## src/wlpd_pkg.sv

```systemverilog
// Shared types and constants for the windowed level presence detector.
package wlpd_pkg;

    localparam int unsigned SAMPLE_W = 12;
    localparam int unsigned LEVEL_W  = 12;
    localparam int unsigned CFG_IDX_W = 1;

    localparam logic [LEVEL_W-1:0] ACTIVE_LEVEL_RST   = 12'd2048;
    localparam logic [LEVEL_W-1:0] INACTIVE_LEVEL_RST = 12'd1024;

    localparam logic [CFG_IDX_W-1:0] CFG_ACTIVE_LEVEL   = 1'd0;
    localparam logic [CFG_IDX_W-1:0] CFG_INACTIVE_LEVEL = 1'd1;

    typedef enum logic [1:0] {
        ST_INACTIVE = 2'd0,
        ST_ACTIVE   = 2'd1,
        ST_NOISE    = 2'd2
    } t_state;

    typedef enum logic [1:0] {
        EV_NONE     = 2'd0,
        EV_ACTIVE   = 2'd1,
        EV_INACTIVE = 2'd2,
        EV_NOISY    = 2'd3
    } t_event;

endpackage

```

## src/wlpd_if.sv

```systemverilog
// Request and result channel interfaces of the windowed level presence detector.
interface wlpd_req_if;
    logic                             valid;
    logic                             ready;
    logic [wlpd_pkg::SAMPLE_W-1:0]    sample;

    modport source (output valid, output sample, input ready);
    modport sink   (input valid, input sample, output ready);
endinterface

interface wlpd_res_if;
    logic        valid;
    logic        ready;
    logic [1:0]  station_state;
    logic [1:0]  transition_event;
    logic        window_full;

    modport source (output valid, output station_state, output transition_event,
                    output window_full, input ready);
    modport sink   (input valid, input station_state, input transition_event,
                    input window_full, output ready);
endinterface

```

## src/windowed_level_presence_detector_unit.sv

```systemverilog
// Windowed level presence detector: moving-average level check with hysteresis.
//
// Takes one level sample per request and returns one result per request: the
// station state (inactive, active, noise), the transition event, and whether
// WINDOW samples have been seen. A new request is accepted every clock cycle
// unless results back up; a request passes the request register, then the
// result register. Between those registers sits the running-sum update
// (subtract the sample leaving the window, add the new one) and two compares
// against threshold * WINDOW, which are precomputed when a threshold is
// written. The window is a shift line of WINDOW taps; only the low SAMPLE_BITS
// bits of each sample are used. Write thresholds only while no request is in flight.
module windowed_level_presence_detector_unit #(
    parameter int unsigned WINDOW      = 16,
    parameter int unsigned SAMPLE_BITS = 12
) (
    input  logic                                 i_clk,
    input  logic                                 i_rst_n,
    input  logic                                 i_cfg_we,
    input  logic [wlpd_pkg::CFG_IDX_W-1:0]       i_cfg_idx,
    input  logic [wlpd_pkg::LEVEL_W-1:0]         i_cfg_data,
    wlpd_req_if.sink                             i_req,
    wlpd_res_if.source                           o_res
);

    localparam int unsigned SW     = (SAMPLE_BITS < wlpd_pkg::SAMPLE_W) ?
                                     SAMPLE_BITS : wlpd_pkg::SAMPLE_W;
    localparam int unsigned WB     = $clog2(WINDOW);
    localparam int unsigned SUM_W  = SW + WB;
    localparam int unsigned SCL_W  = wlpd_pkg::LEVEL_W + WB;
    localparam int unsigned CMP_W  = (SUM_W > SCL_W) ? SUM_W : SCL_W;
    localparam int unsigned FILL_W = $clog2(WINDOW + 1);

    // pipeline control
    logic r_in_valid;
    logic r_out_valid;
    logic w_out_free;
    logic w_adv;
    logic w_acc;

    // request register
    logic [SW-1:0] r_in_sample;

    // detector state
    logic [SW-1:0]     r_win [WINDOW];
    logic [SUM_W-1:0]  r_sum;
    logic [FILL_W-1:0] r_fill;
    wlpd_pkg::t_state  r_state;
    logic [SCL_W-1:0]  r_act_scaled;
    logic [SCL_W-1:0]  r_inact_scaled;

    // result register
    wlpd_pkg::t_state  r_out_state;
    wlpd_pkg::t_event  r_out_ev;
    logic              r_out_full;

    // next values
    logic              w_was_full;
    logic [SW-1:0]     w_oldest;
    logic [SUM_W-1:0]  n_sum;
    logic [FILL_W-1:0] n_fill;
    logic              w_full;
    logic              w_hi;
    logic              w_lo;
    logic              w_noisy;
    wlpd_pkg::t_state  n_state;
    wlpd_pkg::t_event  n_ev;

    assign w_out_free  = !r_out_valid || o_res.ready;
    assign w_adv       = r_in_valid && w_out_free;
    assign i_req.ready = !r_in_valid || w_adv;
    assign w_acc       = i_req.valid && i_req.ready;

    assign o_res.valid            = r_out_valid;
    assign o_res.station_state    = r_out_state;
    assign o_res.transition_event = r_out_ev;
    assign o_res.window_full      = r_out_full;

    // running sum and fill tracking; the oldest tap only counts once it holds a sample
    assign w_was_full = (r_fill == FILL_W'(WINDOW));
    assign w_oldest   = w_was_full ? r_win[WINDOW-1] : '0;
    assign n_sum      = r_sum - SUM_W'(w_oldest) + SUM_W'(r_in_sample);
    assign n_fill     = w_was_full ? r_fill : r_fill + FILL_W'(1);
    assign w_full     = (n_fill == FILL_W'(WINDOW));

    assign w_hi    = CMP_W'(n_sum) >= CMP_W'(r_act_scaled);
    assign w_lo    = CMP_W'(n_sum) <= CMP_W'(r_inact_scaled);
    assign w_noisy = w_full && !w_hi && !w_lo;

    always_comb begin
        n_state = wlpd_pkg::ST_INACTIVE;
        n_ev    = wlpd_pkg::EV_NONE;
        case (r_state)
            wlpd_pkg::ST_ACTIVE: begin
                n_state = wlpd_pkg::ST_ACTIVE;
                if (!w_full || w_lo) begin
                    n_state = wlpd_pkg::ST_INACTIVE;
                    n_ev    = wlpd_pkg::EV_INACTIVE;
                end else if (w_noisy) begin
                    n_state = wlpd_pkg::ST_NOISE;
                    n_ev    = wlpd_pkg::EV_NOISY;
                end
            end
            wlpd_pkg::ST_NOISE: begin
                n_state = wlpd_pkg::ST_NOISE;
                if (!w_noisy) begin
                    n_state = wlpd_pkg::ST_INACTIVE;
                    n_ev    = wlpd_pkg::EV_INACTIVE;
                end
            end
            default: begin
                // unused code falls back to inactive
                if (w_full && w_hi) begin
                    n_state = wlpd_pkg::ST_ACTIVE;
                    n_ev    = wlpd_pkg::EV_ACTIVE;
                end else if (w_noisy) begin
                    n_state = wlpd_pkg::ST_NOISE;
                    n_ev    = wlpd_pkg::EV_NOISY;
                end
            end
        endcase
    end

    always_ff @(posedge i_clk) begin
        if (!i_rst_n) begin
            r_in_valid     <= 1'b0;
            r_out_valid    <= 1'b0;
            r_sum          <= '0;
            r_fill         <= '0;
            r_state        <= wlpd_pkg::ST_INACTIVE;
            r_act_scaled   <= SCL_W'(wlpd_pkg::ACTIVE_LEVEL_RST) * SCL_W'(WINDOW);
            r_inact_scaled <= SCL_W'(wlpd_pkg::INACTIVE_LEVEL_RST) * SCL_W'(WINDOW);
        end else begin
            if (w_acc) begin
                r_in_valid <= 1'b1;
            end else if (w_adv) begin
                r_in_valid <= 1'b0;
            end

            if (w_adv) begin
                r_out_valid <= 1'b1;
            end else if (o_res.ready) begin
                r_out_valid <= 1'b0;
            end

            if (w_adv) begin
                r_sum   <= n_sum;
                r_fill  <= n_fill;
                r_state <= n_state;
            end

            // hold thresholds pre-scaled by the window length
            if (i_cfg_we && i_cfg_idx == wlpd_pkg::CFG_ACTIVE_LEVEL) begin
                r_act_scaled <= SCL_W'(i_cfg_data) * SCL_W'(WINDOW);
            end
            if (i_cfg_we && i_cfg_idx == wlpd_pkg::CFG_INACTIVE_LEVEL) begin
                r_inact_scaled <= SCL_W'(i_cfg_data) * SCL_W'(WINDOW);
            end
        end
    end

    always_ff @(posedge i_clk) begin
        if (w_acc) begin
            r_in_sample <= i_req.sample[SW-1:0];
        end
        if (w_adv) begin
            r_win[0] <= r_in_sample;
            for (int k = 1; k < WINDOW; k++) begin
                r_win[k] <= r_win[k-1];
            end
            r_out_state <= n_state;
            r_out_ev    <= n_ev;
            r_out_full  <= w_full;
        end
    end

    a_full_matches_fill: assert property (@(posedge i_clk) disable iff (!i_rst_n)
        r_out_valid && r_out_full |-> r_fill == FILL_W'(WINDOW))
        else $error("window_full reported with fill count below window length");

    a_noise_needs_full: assert property (@(posedge i_clk) disable iff (!i_rst_n)
        r_out_valid && r_out_state == wlpd_pkg::ST_NOISE |-> r_out_full)
        else $error("noise state reported with window not full");

    a_active_needs_full: assert property (@(posedge i_clk) disable iff (!i_rst_n)
        r_state == wlpd_pkg::ST_ACTIVE |-> r_fill == FILL_W'(WINDOW))
        else $error("active state with window not full");

    a_event_matches_state: assert property (@(posedge i_clk) disable iff (!i_rst_n)
        r_out_valid && r_out_ev == wlpd_pkg::EV_ACTIVE |->
        r_out_state == wlpd_pkg::ST_ACTIVE)
        else $error("became-active event without active state");

    a_result_holds_state: assert property (@(posedge i_clk) disable iff (!i_rst_n)
        r_out_valid |-> r_out_state == r_state)
        else $error("result state differs from detector state");

endmodule

```

## src/flat_wrapper.sv

```systemverilog
// flat-port wrapper written by rule: the top's interface ports become plain ports
module windowed_level_presence_detector_unit_flat 
#(
    parameter int unsigned WINDOW      = 16,
    parameter int unsigned SAMPLE_BITS = 12
)
  (i_clk, i_rst_n, i_cfg_we, i_cfg_idx, i_cfg_data, i_req_valid, i_req_sample, i_req_ready, o_res_valid, o_res_station_state, o_res_transition_event, o_res_window_full, o_res_ready);
  wlpd_req_if i_req_i ();
  wlpd_res_if o_res_i ();
  input  logic i_clk;
  input  logic i_rst_n;
  input  logic i_cfg_we;
  input  logic [wlpd_pkg::CFG_IDX_W-1:0] i_cfg_idx;
  input  logic [wlpd_pkg::LEVEL_W-1:0] i_cfg_data;
  input wire logic [$bits(i_req_i.valid)-1:0] i_req_valid;
  input wire logic [$bits(i_req_i.sample)-1:0] i_req_sample;
  output wire logic [$bits(i_req_i.ready)-1:0] i_req_ready;
  output wire logic [$bits(o_res_i.valid)-1:0] o_res_valid;
  output wire logic [$bits(o_res_i.station_state)-1:0] o_res_station_state;
  output wire logic [$bits(o_res_i.transition_event)-1:0] o_res_transition_event;
  output wire logic [$bits(o_res_i.window_full)-1:0] o_res_window_full;
  input wire logic [$bits(o_res_i.ready)-1:0] o_res_ready;
  assign i_req_i.valid = i_req_valid;
  assign i_req_i.sample = i_req_sample;
  assign i_req_ready = i_req_i.ready;
  assign o_res_valid = o_res_i.valid;
  assign o_res_station_state = o_res_i.station_state;
  assign o_res_transition_event = o_res_i.transition_event;
  assign o_res_window_full = o_res_i.window_full;
  assign o_res_i.ready = o_res_ready;
  windowed_level_presence_detector_unit #(.WINDOW(WINDOW), .SAMPLE_BITS(SAMPLE_BITS)) u_core (.i_clk(i_clk), .i_rst_n(i_rst_n), .i_cfg_we(i_cfg_we), .i_cfg_idx(i_cfg_idx), .i_cfg_data(i_cfg_data), .i_req(i_req_i), .o_res(o_res_i));
endmodule
```

## config.mk

```make
export PLATFORM = sky130hd
export DESIGN_NAME = windowed_level_presence_detector_unit_flat
export DESIGN_NICKNAME = d
export VERILOG_FILES = /design/src/wlpd_pkg.sv /design/src/wlpd_if.sv /design/src/windowed_level_presence_detector_unit.sv /design/src/flat_wrapper.sv
export SDC_FILE = /design/constraint.sdc
export NUM_CORES = 1
export LEC_CHECK = 0
export ABC_AREA = 1
export BUFFER_PORTS_ARGS = -buffer_cell sky130_fd_sc_hd__buf_2
export CAP_MARGIN = 0
export CORE_AREA = 2 2 164 166
export DETAILED_ROUTE_END_ITERATION = 8
export DIE_AREA = 0 0 166 168
export MAX_ROUTING_LAYER = met4
export SYNTH_ARGS = -nofsm -noshare
export SYNTH_HDL_FRONTEND = slang
export SYNTH_SLANG_ARGS = --single-unit
```

## constraint.sdc

```tcl
create_clock -name i_clk -period 7.2 [get_ports i_clk]
set_input_delay 0.72 -clock i_clk [delete_from_list [all_inputs] [get_ports i_clk]]
set_output_delay 0.72 -clock i_clk [all_outputs]
set_load 0.01 [all_outputs]
```

==> results of run 1 <==
==> cell usage in the layout, fill, tap and decap left out, types with 3 or more instances in the layout <==
cell type and count:
edfxtp_1 209, inv_1 136, nand2_1 92, a21oi_1 61, dfxtp_1 49, nor2_1 47
ha_1 44, buf_2 36, o21ai_0 33, clkbuf_16 27, nand3_1 25, o21ai_1 13
fa_1 12, xor2_1 9, nand2_2 7, clkinv_1 6, clkinv_2 6, clkbuf_1 6
inv_2 5, a21o_1 5, nand4_1 5, nand3_2 5, clkinv_4 4, nor2_2 3
o211ai_1 3
==> cell type report <==
class	count	area, µm²	share of cell area
sequential	258	7260	0.620
multi-input combinational	381	2400	0.205
clock buffer	35	726	0.0620
inverter	147	559	0.0478
tap	341	427	0.0364
timing repair buffer	38	195	0.0167
clock inverter	15	145	0.0124
==> worst max path at each step <==
stage          slack, ps                          endpoint  cells after the start              from
2_1_floorplan       2970  u_core.o_res.transition_event[1]                     32  u_core.r_fill[0]
3_3_place_gp        2680  u_core.o_res.transition_event[1]                     31  u_core.r_fill[0]
3_5_place_dp        2610  u_core.o_res.transition_event[1]                     31  u_core.r_fill[0]
4_1_cts             2580  u_core.o_res.transition_event[1]                     31  u_core.r_fill[0]
5_1_grt             2020  u_core.o_res.transition_event[1]                     31  u_core.r_fill[0]
6_report            2610  u_core.o_res.transition_event[1]                     31  u_core.r_fill[0]
==> sequential cells by signal (all words and copies together) (netlist names), 2 cells and up <==
signal and flops:
u_core.o_res.transition_event 2, u_core.r_fill 5, u_core.r_in_sample 12, u_core.r_inact_scaled 12
u_core.r_sum 16, u_core.r_win 192, u_core.r_act_scaled 12, u_core.o_res.station_state 2
u_core.r_state 2
==> stage by stage <==
| step | instance area [µm²] | cells |
|---|---|---|
| final | 11700 | 1215 |
| after global routing | 11700 | 1215 |
| after CTS | 11700 | 1215 |
| after detailed placement | 10800 | 1165 |
| after global placement | 10800 | 1165 |
| after floorplan | 10300 | 799 |
==> critical path, delay by kind of cell, from the launching register on <==
family	cells	cell delay (ps)
buffers and inverters	4	260
and+or+nand+nor	22	2100
adders and majority gates	4	1350
DFF	1	410
AOI/OAI and AO/OA	1	210
==> cells by family (layout without fill, tap and decap cells) <==
group / Yosys count / after routing / share of synthesized area
AO/OA/AOI/OAI: 120 / 120 / 0.0616
XOR/XNOR: 11 / 11 / 0.00939
adder cells (fa/ha/maj): 56 / 56 / 0.0771
buffers and inverters: 160 / 235 / 0.0586
flip-flops: 258 / 258 / 0.707
AND/OR/NAND/NOR: 194 / 194 / 0.0862
==> power by group <==
| group | switching [µW] | internal, µW |
|---|---|---|
| Combinational | 401 | 211 |
| Clock | 558 | 787 |
| Sequential | 25.4 | 1700 |
==> layer usage <==
layer  global-route usage  routed length [µm]  up-vias  part of all wire
li1                     -                   -     2808                 -
met1                0.174                8330     2639              0.50
met2                0.186                7190       77              0.43
met3               0.0219                 510       43             0.031
met4               0.0454                 555        0             0.033
met5                    -                   0        -                 0
==> results by group, run 1 <==
Synth
  • Most frequent cell after synthesis: edfxtp_1
  • Synth top cells by count: 209 x edfxtp_1, 137 x inv_1, 92 x nand2_1
  • Mapped Avg Cell Area: 12.8 µm²
  • Main synth FF type: edfxtp_1
  • Post-synth top area cell: edfxtp_1
  • Synth top area cells: edfxtp_1 61%, dfxtp_1 9.6%, ha_1 5.4%
  • FF+latch count, synth: 258
  • Synth Net Count: 885
  • Synth warn: 0
  • Seq/Total Area, Yosys: 0.707
  • Post-synth EDFFs: 209
  • Yosys top cell area share: 0.612
  • Mapped Cells: 799
  • Ys async rst share: 0
  • Number of library cell types mapped by synthesis: 34
  • Netlist Area Pre-Place: 10300 µm²

Cells and area
  • ANT cells: 0
  • Layout fillers: 2413
  • Final #Nets: 939
  • Area growth syn-to-layout: 14.1%
  • Util after Layout: 0.444
  • Share of cells above drive strength 1: 0.121

Hold path
  • Hold path endpoint: u_core.r_in_sample[1]
  • Hold Crit Start: i_req_sample[1]
  • Worst hold path class: input port to flop
  • Hold path depth: 1

Route
  • Antenna-violating nets left: 0
  • Vias: 5567
  • First DRT Iteration DRCs: 309
  • Drt via density: 4.58
  • DRC violation count after routing: 0
  • Total wire length: 16600 µm
  • Drt first pass iters: 7
  • DR WL/cell: 13.7 µm

Placed design
  • RePlAce Congestion: 0.863
  • Final HPWL DP: 10600 µm
  • Port Buf Inserts: 36
  • Place WS: 2610 ps

Clock network
  • Post-CTS sizing: 0
  • Clock tree buffer depth: 3
  • Clock Latency Late Sink: 530 ps
  • Clock Tree Root: clkbuf_16
  • TritonCTS buffer count: 27
  • Clock-pin transition on the worst setup and hold timing paths: 60 ps
  • Post-CTS Setup Bufs: 0
  • CTS tree: built
  • H-tree levels: 1
  • # hold bufs at CTS: 0
  • Clk sink count: 258

Critical path
  • Reg2reg setup slack: 2610 ps
  • Reg-to-reg endpoint: u_core.o_res.transition_event[1]
  • Arr. time, crit path: 4870 ps
  • Worst path required time: 7480 ps
  • Most frequent CP cell: nand2_1
  • Setup CP Type: flop to flop
  • Reg2Reg Depth: 31
  • Critical Path Fanout Max: 14
  • Crit-path slowest cell: fa_1
  • CP endpoint kind: flop
  • Delay of the slowest critical-path stage: 490 ps
  • Reg-to-Reg Start: u_core.r_fill[0]
  • Startpoint types: flop

Timing
  • Fmax achieved: 0.218 GHz
  • Post-Route Skew: 9.00 ps
  • Post-route setup TNS: 0 ps
  • Period utilisation layout: 0.638
  • Unrepaired setup endpoints after global routing: false
  • Final WS setup: 2610 ps
  • Hold_ws: 367 ps
  • Final hold viol count: 0
  • Max-slew violation count: 0
  • Slew headroom: 0.355
  • Least-Margin Pin Slew: 967 ps
  • Period minus WS final: 4590 ps
  • Setup violations, final: 0

Power
  • Power Total: 3680 µW
  • PD cells: 314 nW/µm²
  • VDD IR max: 0.000211 V
  • Leakage: 0.00473 µW

Global route
  • First-pass GRT wire length: 27300 µm
  • Global Route Usage Sum: 0.125
  • Initial antenna violation count: 0
  • Vias in the first global route: 5471
  • Largest net degree at the start of global routing: 128
  • Total global routing overflow: 0

Floorplanning
  • Die area: 27900 µm²
  • CORE AREA: 26400 µm²
  • Top-Level Pins: 37
  • Num rows: 60
  • Die width: 166 µm
  • DIE HEIGHT: 168 µm
  • Initial Util: 0.389

Status
  • Outcome: complete, no violations

Run
  • Max_cap viols: 0
(Power assumes the default switching activity.)
==> inputs of run 2 (changes only) <==
==> constraint.sdc (replaced) <==
create_clock -name i_clk -period 4.1 [get_ports i_clk]
set_input_delay 0.41 -clock i_clk [delete_from_list [all_inputs] [get_ports i_clk]]
set_output_delay 0.41 -clock i_clk [all_outputs]
set_load 0.01 [all_outputs]
==> run 2 against run 1 <==
Worst hold slack worse by 320 ps. Clock power up 87%. Clock skew up 13 ps. Wire length up 7.7%. Total power up 94%. Maximum frequency up 18%. Core utilization up 3.6 points. Cell count up 3.7%. Clock-buffer cell count down 2. Sequential share of layout area down 4.6 points. Die area unchanged. Combinational power rose to 2.6 times the previous value. Critical endpoint is now u_core.o_res.transition_event[0]. Highest routed layer unchanged.
==> results by group, run 2 (synthesis results as in run 1) <==
Timing
  • Setup violations, final: 0 (unchanged)
  • Slew headroom: 0.346 (-0.00925)
  • Least-Margin Pin Slew: 981 ps (+13.9 ps)
  • Max-slew violation count: 0 (unchanged)
  • Post-Route Skew: 21.9 ps (+12.9 ps)
  • Fmax achieved: 0.256 GHz (+18%)
  • Period utilisation layout: 0.951 (+0.313)
  • Final hold viol count: 0 (unchanged)
  • Period minus WS final: 3900 ps (-692 ps)

Floorplanning
  • Die width: 166 µm (unchanged)
  • CORE AREA: 26400 µm² (unchanged)
  • Top-Level Pins: 37 (unchanged)
  • DIE HEIGHT: 168 µm (unchanged)
  • Num rows: 60 (unchanged)
  • Die area: 27900 µm² (unchanged)
  • Initial Util: 0.389 (unchanged)

Clock network
  • Clock Latency Late Sink: 530 ps (about the same)
  • TritonCTS buffer count: 27 (unchanged)
  • Clk sink count: 258 (unchanged)
  • H-tree levels: 1 (unchanged)
  • Clock-pin transition on the worst setup and hold timing paths: 60 ps (about the same)
  • # hold bufs at CTS: 0 (unchanged)
  • Clock Tree Root: clkbuf_16
  • Clock tree buffer depth: 3 (unchanged)
  • CTS tree: built

Critical path
  • Reg-to-Reg Start: u_core.r_fill[0]
  • Reg-to-reg endpoint: u_core.o_res.transition_event[0]
  • CP endpoint kind: flop
  • Setup CP Type: flop to flop
  • Worst Setup SP: u_core.r_fill[0]
  • Reg2reg setup slack: 200 ps (-2410 ps)
  • Startpoint types: flop
  • Arr. time, crit path: 4170 ps (-700 ps)
  • Most frequent CP cell: nand2_2
  • Crit-path slowest cell: fa_1
  • Worst path required time: 4370 ps (-3110 ps)
  • Delay of the slowest critical-path stage: 550 ps (+60 ps)
  • Reg2Reg Depth: 29 (-6.5%)
  • Critical Path Fanout Max: 7 (-7)

Route
  • Antenna-violating nets left: 0 (unchanged)
  • Vias: 5808 (+4.3%)
  • Drt via density: 4.61 (+0.60%)
  • Drt first pass iters: 4 (-3)
  • DR WL/cell: 14.2 µm (+3.8%)
  • DRC violation count after routing: 0 (unchanged)
  • First DRT Iteration DRCs: 367 (+19%)
  • Total wire length: 17900 µm (+7.7%)

Cells and area
  • Final #Nets: 985 (+4.9%)
  • Layout fillers: 2292 (-5.0%)
  • Largest registers: u_core.r_win: 192 flops, u_core.r_sum: 16 flops
  • Area growth syn-to-layout: 23.4%
  • ANT cells: 0 (unchanged)
  • Max reg flops: 192 (unchanged)
  • Util after Layout: 0.480 (+0.0359)
  • Share of cells above drive strength 1: 0.261 (+0.140)
  • Most flops, register: u_core.r_win
  • Commonest non-fill, non-tap cell in the layout: edfxtp_1
  • Most frequent cells in the layout: 209 x edfxtp_1, 130 x inv_1, 67 x nand2_1
  • Post-Layout Cell Count: 1260 (+3.7%)

Global route
  • Largest net degree at the start of global routing: 135 (+5.5%)
  • Global Route Usage Sum: 0.128 (+0.00316)
  • First-pass GRT wire length: 28100 µm (+2.8%)
  • Vias in the first global route: 5512 (+0.75%)
  • Total global routing overflow: 0 (unchanged)
  • Initial antenna violation count: 0 (unchanged)

Placed design
  • RePlAce Congestion: 0.886 (+2.7%)
  • Number of cells after detailed placement: 1205 (+3.4%)
  • Port Buf Inserts: 36 (unchanged)
  • Final HPWL DP: 11100 µm (+5.3%)

Power
  • Leakage: 0.00503 µW (+6.4%)
  • PD cells: 564 nW/µm² (+79%)
  • VDD IR max: 0.000366 V (+73%)

Hold path
  • Hold Crit Start: i_req_sample[2]
  • Hold path depth: 1 (unchanged)
  • Hold path endpoint: u_core.r_in_sample[2]
  • Worst hold path class: input port to flop

Run
  • Max_cap viols: 0 (unchanged)

Status
  • Outcome: complete, no violations
==> run 2: worst max path at each step <==
stage / endpoint / slack, ps / cells after the start
final: u_core.o_res.transition_event[0] / 200 / 29
after global routing: u_core.o_res.transition_event[1] / -40 / 28
after CTS: u_core.o_res.transition_event[1] / 1 / 29
after detailed placement: u_core.o_res.transition_event[1] / -210 / 28
after global placement: u_core.o_res.transition_event[1] / -110 / 27
after floorplan: u_core.o_res.transition_event[1] / 20 / 32
==> run 2: layout make-up <==
| type | instances | area [µm²] | area share |
|---|---|---|---|
| Clock buffer | 33 | 718 | 0.0567 |
| Clock inverter | 16 | 211 | 0.0167 |
| Inverter | 147 | 567 | 0.0448 |
| Multi-Input combinational cell | 382 | 2920 | 0.231 |
| Sequential cell | 258 | 7260 | 0.573 |
| Tap cell | 341 | 427 | 0.0337 |
| Timing Repair Buffer | 83 | 553 | 0.0437 |
==> run 2: layer usage <==
metal | GRT usage | wire length (µm)
met1 | 0.180 | 8880
met2 | 0.191 | 7930
met3 | 0.0223 | 535
met4 | 0.0420 | 518
met5 | - | 0
==> run 2: worst max-delay path, delay by kind of cell (launching register included) <==
family                   cells  cell delay [ps]
buffers and inverters        5              310
adder cells (fa/ha/maj)      4             1280
AO/OA/AOI/OAI                1               80
flip-flops                   1              340
AND/OR/NAND/NOR             19             1600
==> run 2: timing repair <==
action	4_1_cts	5_1_grt
gates cloned	1	0
endpoints found under the setup margin	6	6
buffers inserted	0	5
resized for setup	21	90
pin swaps	4	34
==> run 2: through the flow <==
stage          setup slack (ps)  area [µm²]  power [µW]  hold slack (ps)  TNS (ps)
2_1_floorplan              23.3       10300        3890              400         0
3_3_place_gp               -108       11200        4330              401      -313
3_5_place_dp               -205       11200        4350              405      -861
4_1_cts                    1.09       12200        6960             26.7         0
5_1_grt                   -36.0       12700        7520             34.6     -65.7
6_report                    200       12700        7130             49.2         0
==> run 2: report_power, final <==
| group | leakage, µW | internal [µW] | switching (µW) |
|---|---|---|---|
| logic | 0.00221 | 691 | 896 |
| registers | 0.00237 | 2980 | 43.7 |
| clock network | 0.000455 | 1560 | 967 |
==> inputs of run 3 (changes only) <==
--- a/config.mk
+++ b/config.mk
@@ -12,6 +12,7 @@
 export DETAILED_ROUTE_END_ITERATION = 8
 export DIE_AREA = 0 0 166 168
 export MAX_ROUTING_LAYER = met4
+export SKIP_CTS_REPAIR_TIMING = 1
 export SYNTH_ARGS = -nofsm -noshare
 export SYNTH_HDL_FRONTEND = slang
 export SYNTH_SLANG_ARGS = --single-unit
==> constraint.sdc (replaced) <==
create_clock -name i_clk -period 4.1 [get_ports i_clk]
set_input_delay 0.615 -clock i_clk [delete_from_list [all_inputs] [get_ports i_clk]]
set_output_delay 0.615 -clock i_clk [all_outputs]
set_load 0.01 [all_outputs]
==> run 3 against run 2 <==
Clock-buffer cell count up 2. Sequential share of layout area down 0.29 points. Register-to-register slack worse by 97 ps. Critical path type unchanged. Sequential power about the same. Clock skew down 9.2 ps. Die area unchanged. Sequential cell count unchanged. Combinational power up 6%. First-iteration DRC count down 4.4%. Worst hold slack better by 220 ps. Setup slack worse by 97 ps.
==> results by group, run 3 (synthesis results as in run 1) <==
Clock network
  • Clock Latency Late Sink: 520 ps (about the same)
  • Clk sink count: 258 (unchanged)
  • TritonCTS buffer count: 27 (unchanged)
  • Clock tree buffer depth: 3 (unchanged)
  • Clock-pin transition on the worst setup and hold timing paths: 60 ps (about the same)
  • H-tree levels: 1 (unchanged)
  • Clock Tree Root: clkbuf_16
  • CTS tree: built

Route
  • Total wire length: 18600 µm (+4.0%)
  • DR WL/cell: 14.7 µm (+3.8%)
  • First DRT Iteration DRCs: 351 (-4.4%)
  • Drt first pass iters: 4 (unchanged)
  • Antenna-violating nets left: 0 (unchanged)
  • Drt via density: 4.57 (-0.87%)
  • Vias: 5771 (-0.64%)
  • DRC violation count after routing: 0 (unchanged)

Floorplanning
  • Initial Util: 0.389 (unchanged)
  • Num rows: 60 (unchanged)
  • Top-Level Pins: 37 (unchanged)
  • Die area: 27900 µm² (unchanged)
  • DIE HEIGHT: 168 µm (unchanged)
  • CORE AREA: 26400 µm² (unchanged)
  • Die width: 166 µm (unchanged)

Power
  • Sw power: 1950 µW (+2.4%)
  • Power Total: 7030 µW (-1.4%)
  • Sequential share of power: 0.430 (+0.006)
  • Clk pwr share: 0.329 (-0.025)
  • Internal power: 5080 µW (-2.8%)
  • Leakage: 0.00502 µW (-0.17%)
  • VDD IR max: 0.000333 V (-9.0%)
  • Logic pwr share: 0.241 (+0.019)
  • PD cells: 553 nW/µm² (-1.9%)
  • Sw Ratio: 0.278 (+0.0103)

Critical path
  • Arr. time, crit path: 4340 ps (+170 ps)
  • Delay-heaviest family, CP: simple AND/OR/NAND/NOR gates
  • Setup CP Type: flop to flop
  • Crit-path slowest cell: fa_1
  • Reg-to-Reg Start: u_core.r_fill[1]
  • Startpoint types: flop
  • Most frequent CP cell: nand2_4
  • Worst path required time: 4450 ps (+80 ps)
  • CP endpoint kind: flop
  • CP bufs+invs: 5 (unchanged)
  • Worst Setup SP: u_core.r_fill[1]
  • Critical Path Fanout Max: 6 (-1)
  • Delay of the slowest critical-path stage: 460 ps (-90 ps)

Global route
  • Largest net degree at the start of global routing: 125 (-7.4%)
  • First-pass GRT wire length: 28800 µm (+2.7%)
  • Initial antenna violation count: 0 (unchanged)
  • Vias in the first global route: 5667 (+2.8%)
  • Global Route Usage Sum: 0.132 (+0.00332)
  • Total global routing overflow: 0 (unchanged)

Cells and area
  • Post-Layout Cell Count: 1263 (+0.24%)
  • Area growth syn-to-layout: 24.0%
  • Largest registers: u_core.r_win: 192 flops, u_core.r_sum: 16 flops
  • Max reg flops: 192 (unchanged)
  • Most flops, register: u_core.r_win
  • Commonest non-fill, non-tap cell in the layout: edfxtp_1
  • ANT cells: 0 (unchanged)
  • Most frequent cells in the layout: 209 x edfxtp_1, 128 x inv_1, 61 x nand2_1
  • Share of cells above drive strength 1: 0.281 (+0.0198)
  • Cell area after layout: 12700 µm² (+0.51%)
  • Final #Nets: 988 (+0.30%)

Timing
  • Slew headroom: 0.452 (+0.106)
  • Period minus WS final: 4000 ps (+96.7 ps)
  • Unrepaired setup endpoints after global routing: true
  • Fmax achieved: 0.250 GHz (-2.4%)
  • Max-slew violation count: 0 (unchanged)
  • Period utilisation layout: 0.975 (+0.0236)
  • Final WS setup: 103 ps (-96.7 ps)
  • Setup violations, final: 0 (unchanged)
  • Least-Margin Pin Slew: 822 ps (-159 ps)
  • Post-Route Skew: 12.8 ps (-9.17 ps)
  • Final hold viol count: 0 (unchanged)
  • Hold_ws: 267 ps (+218 ps)

Run
  • Max_cap viols: 0 (unchanged)

Hold path
  • Hold Crit Start: i_req_sample[4]
  • Worst hold path class: input port to flop

Status
  • Outcome: complete, no violations

Placed design
  • Number of cells after detailed placement: 1204 (-0.083%)
  • Place WS: -180 ps (+24.9 ps)
  • Port Buf Inserts: 36 (unchanged)
  • Final HPWL DP: 11400 µm (+2.7%)
  • Placed instance area: 11100 µm² (-0.18%)
  • RePlAce Congestion: 0.862 (-2.7%)
run 3: power by group through the flow:
stage	clock network (µW)	registers, µW	logic [µW]
finish	2320	3020	1690
global route	2510	3040	1880
CTS	2400	3020	1270
detailed placement	0	3080	1260
global placement	0	3070	1250
floorplan	0	3070	818
run 3: final timing paths:
path                                      end  slack (ps)  cells past startpoint
max          u_core.o_res.transition_event[0]         100                     28
min                     u_core.r_in_sample[4]         270                      1
max reg2reg  u_core.o_res.transition_event[0]         100                     28
min reg2reg               u_core.r_win[1][55]         410                      0
run 3: metal layers:
layer / track usage / up-vias / routed length [µm] / share of wire
met4: 0.0371 / 0 / 382 / 0.021
met1: 0.184 / 2752 / 8910 / 0.48
li1: - / 2913 / - / -
met3: 0.0233 / 28 / 616 / 0.033
met5: - / - / 0 / 0
met2: 0.199 / 78 / 8680 / 0.47
run 3: worst register-to-register path, delay by kind of cell, from the launching register on:
kind	cells	cell delay, ps
adder cells (fa/ha/maj)	4	1180
AND/OR/NAND/NOR	18	1650
buffers and inverters	5	500
AO/OA/AOI/OAI	1	200
flip-flops	1	320
run 3: final cells by class:
cell class | count | area, µm²
clock inverter | 14 | 120
tap | 341 | 427
inverter | 147 | 567
sequential | 258 | 7260
multi-input combinational | 382 | 3070
clock buffer | 35 | 726
fill | 2239 | 13600
timing repair buffer | 86 | 559
run 3: metrics by stage:
stage               setup TNS (ps)   util
floorplan                        0      -
global placement              -264  0.423
detailed placement            -679  0.423
CTS                           -900  0.455
global route                  -406  0.483
finish                           0  0.483
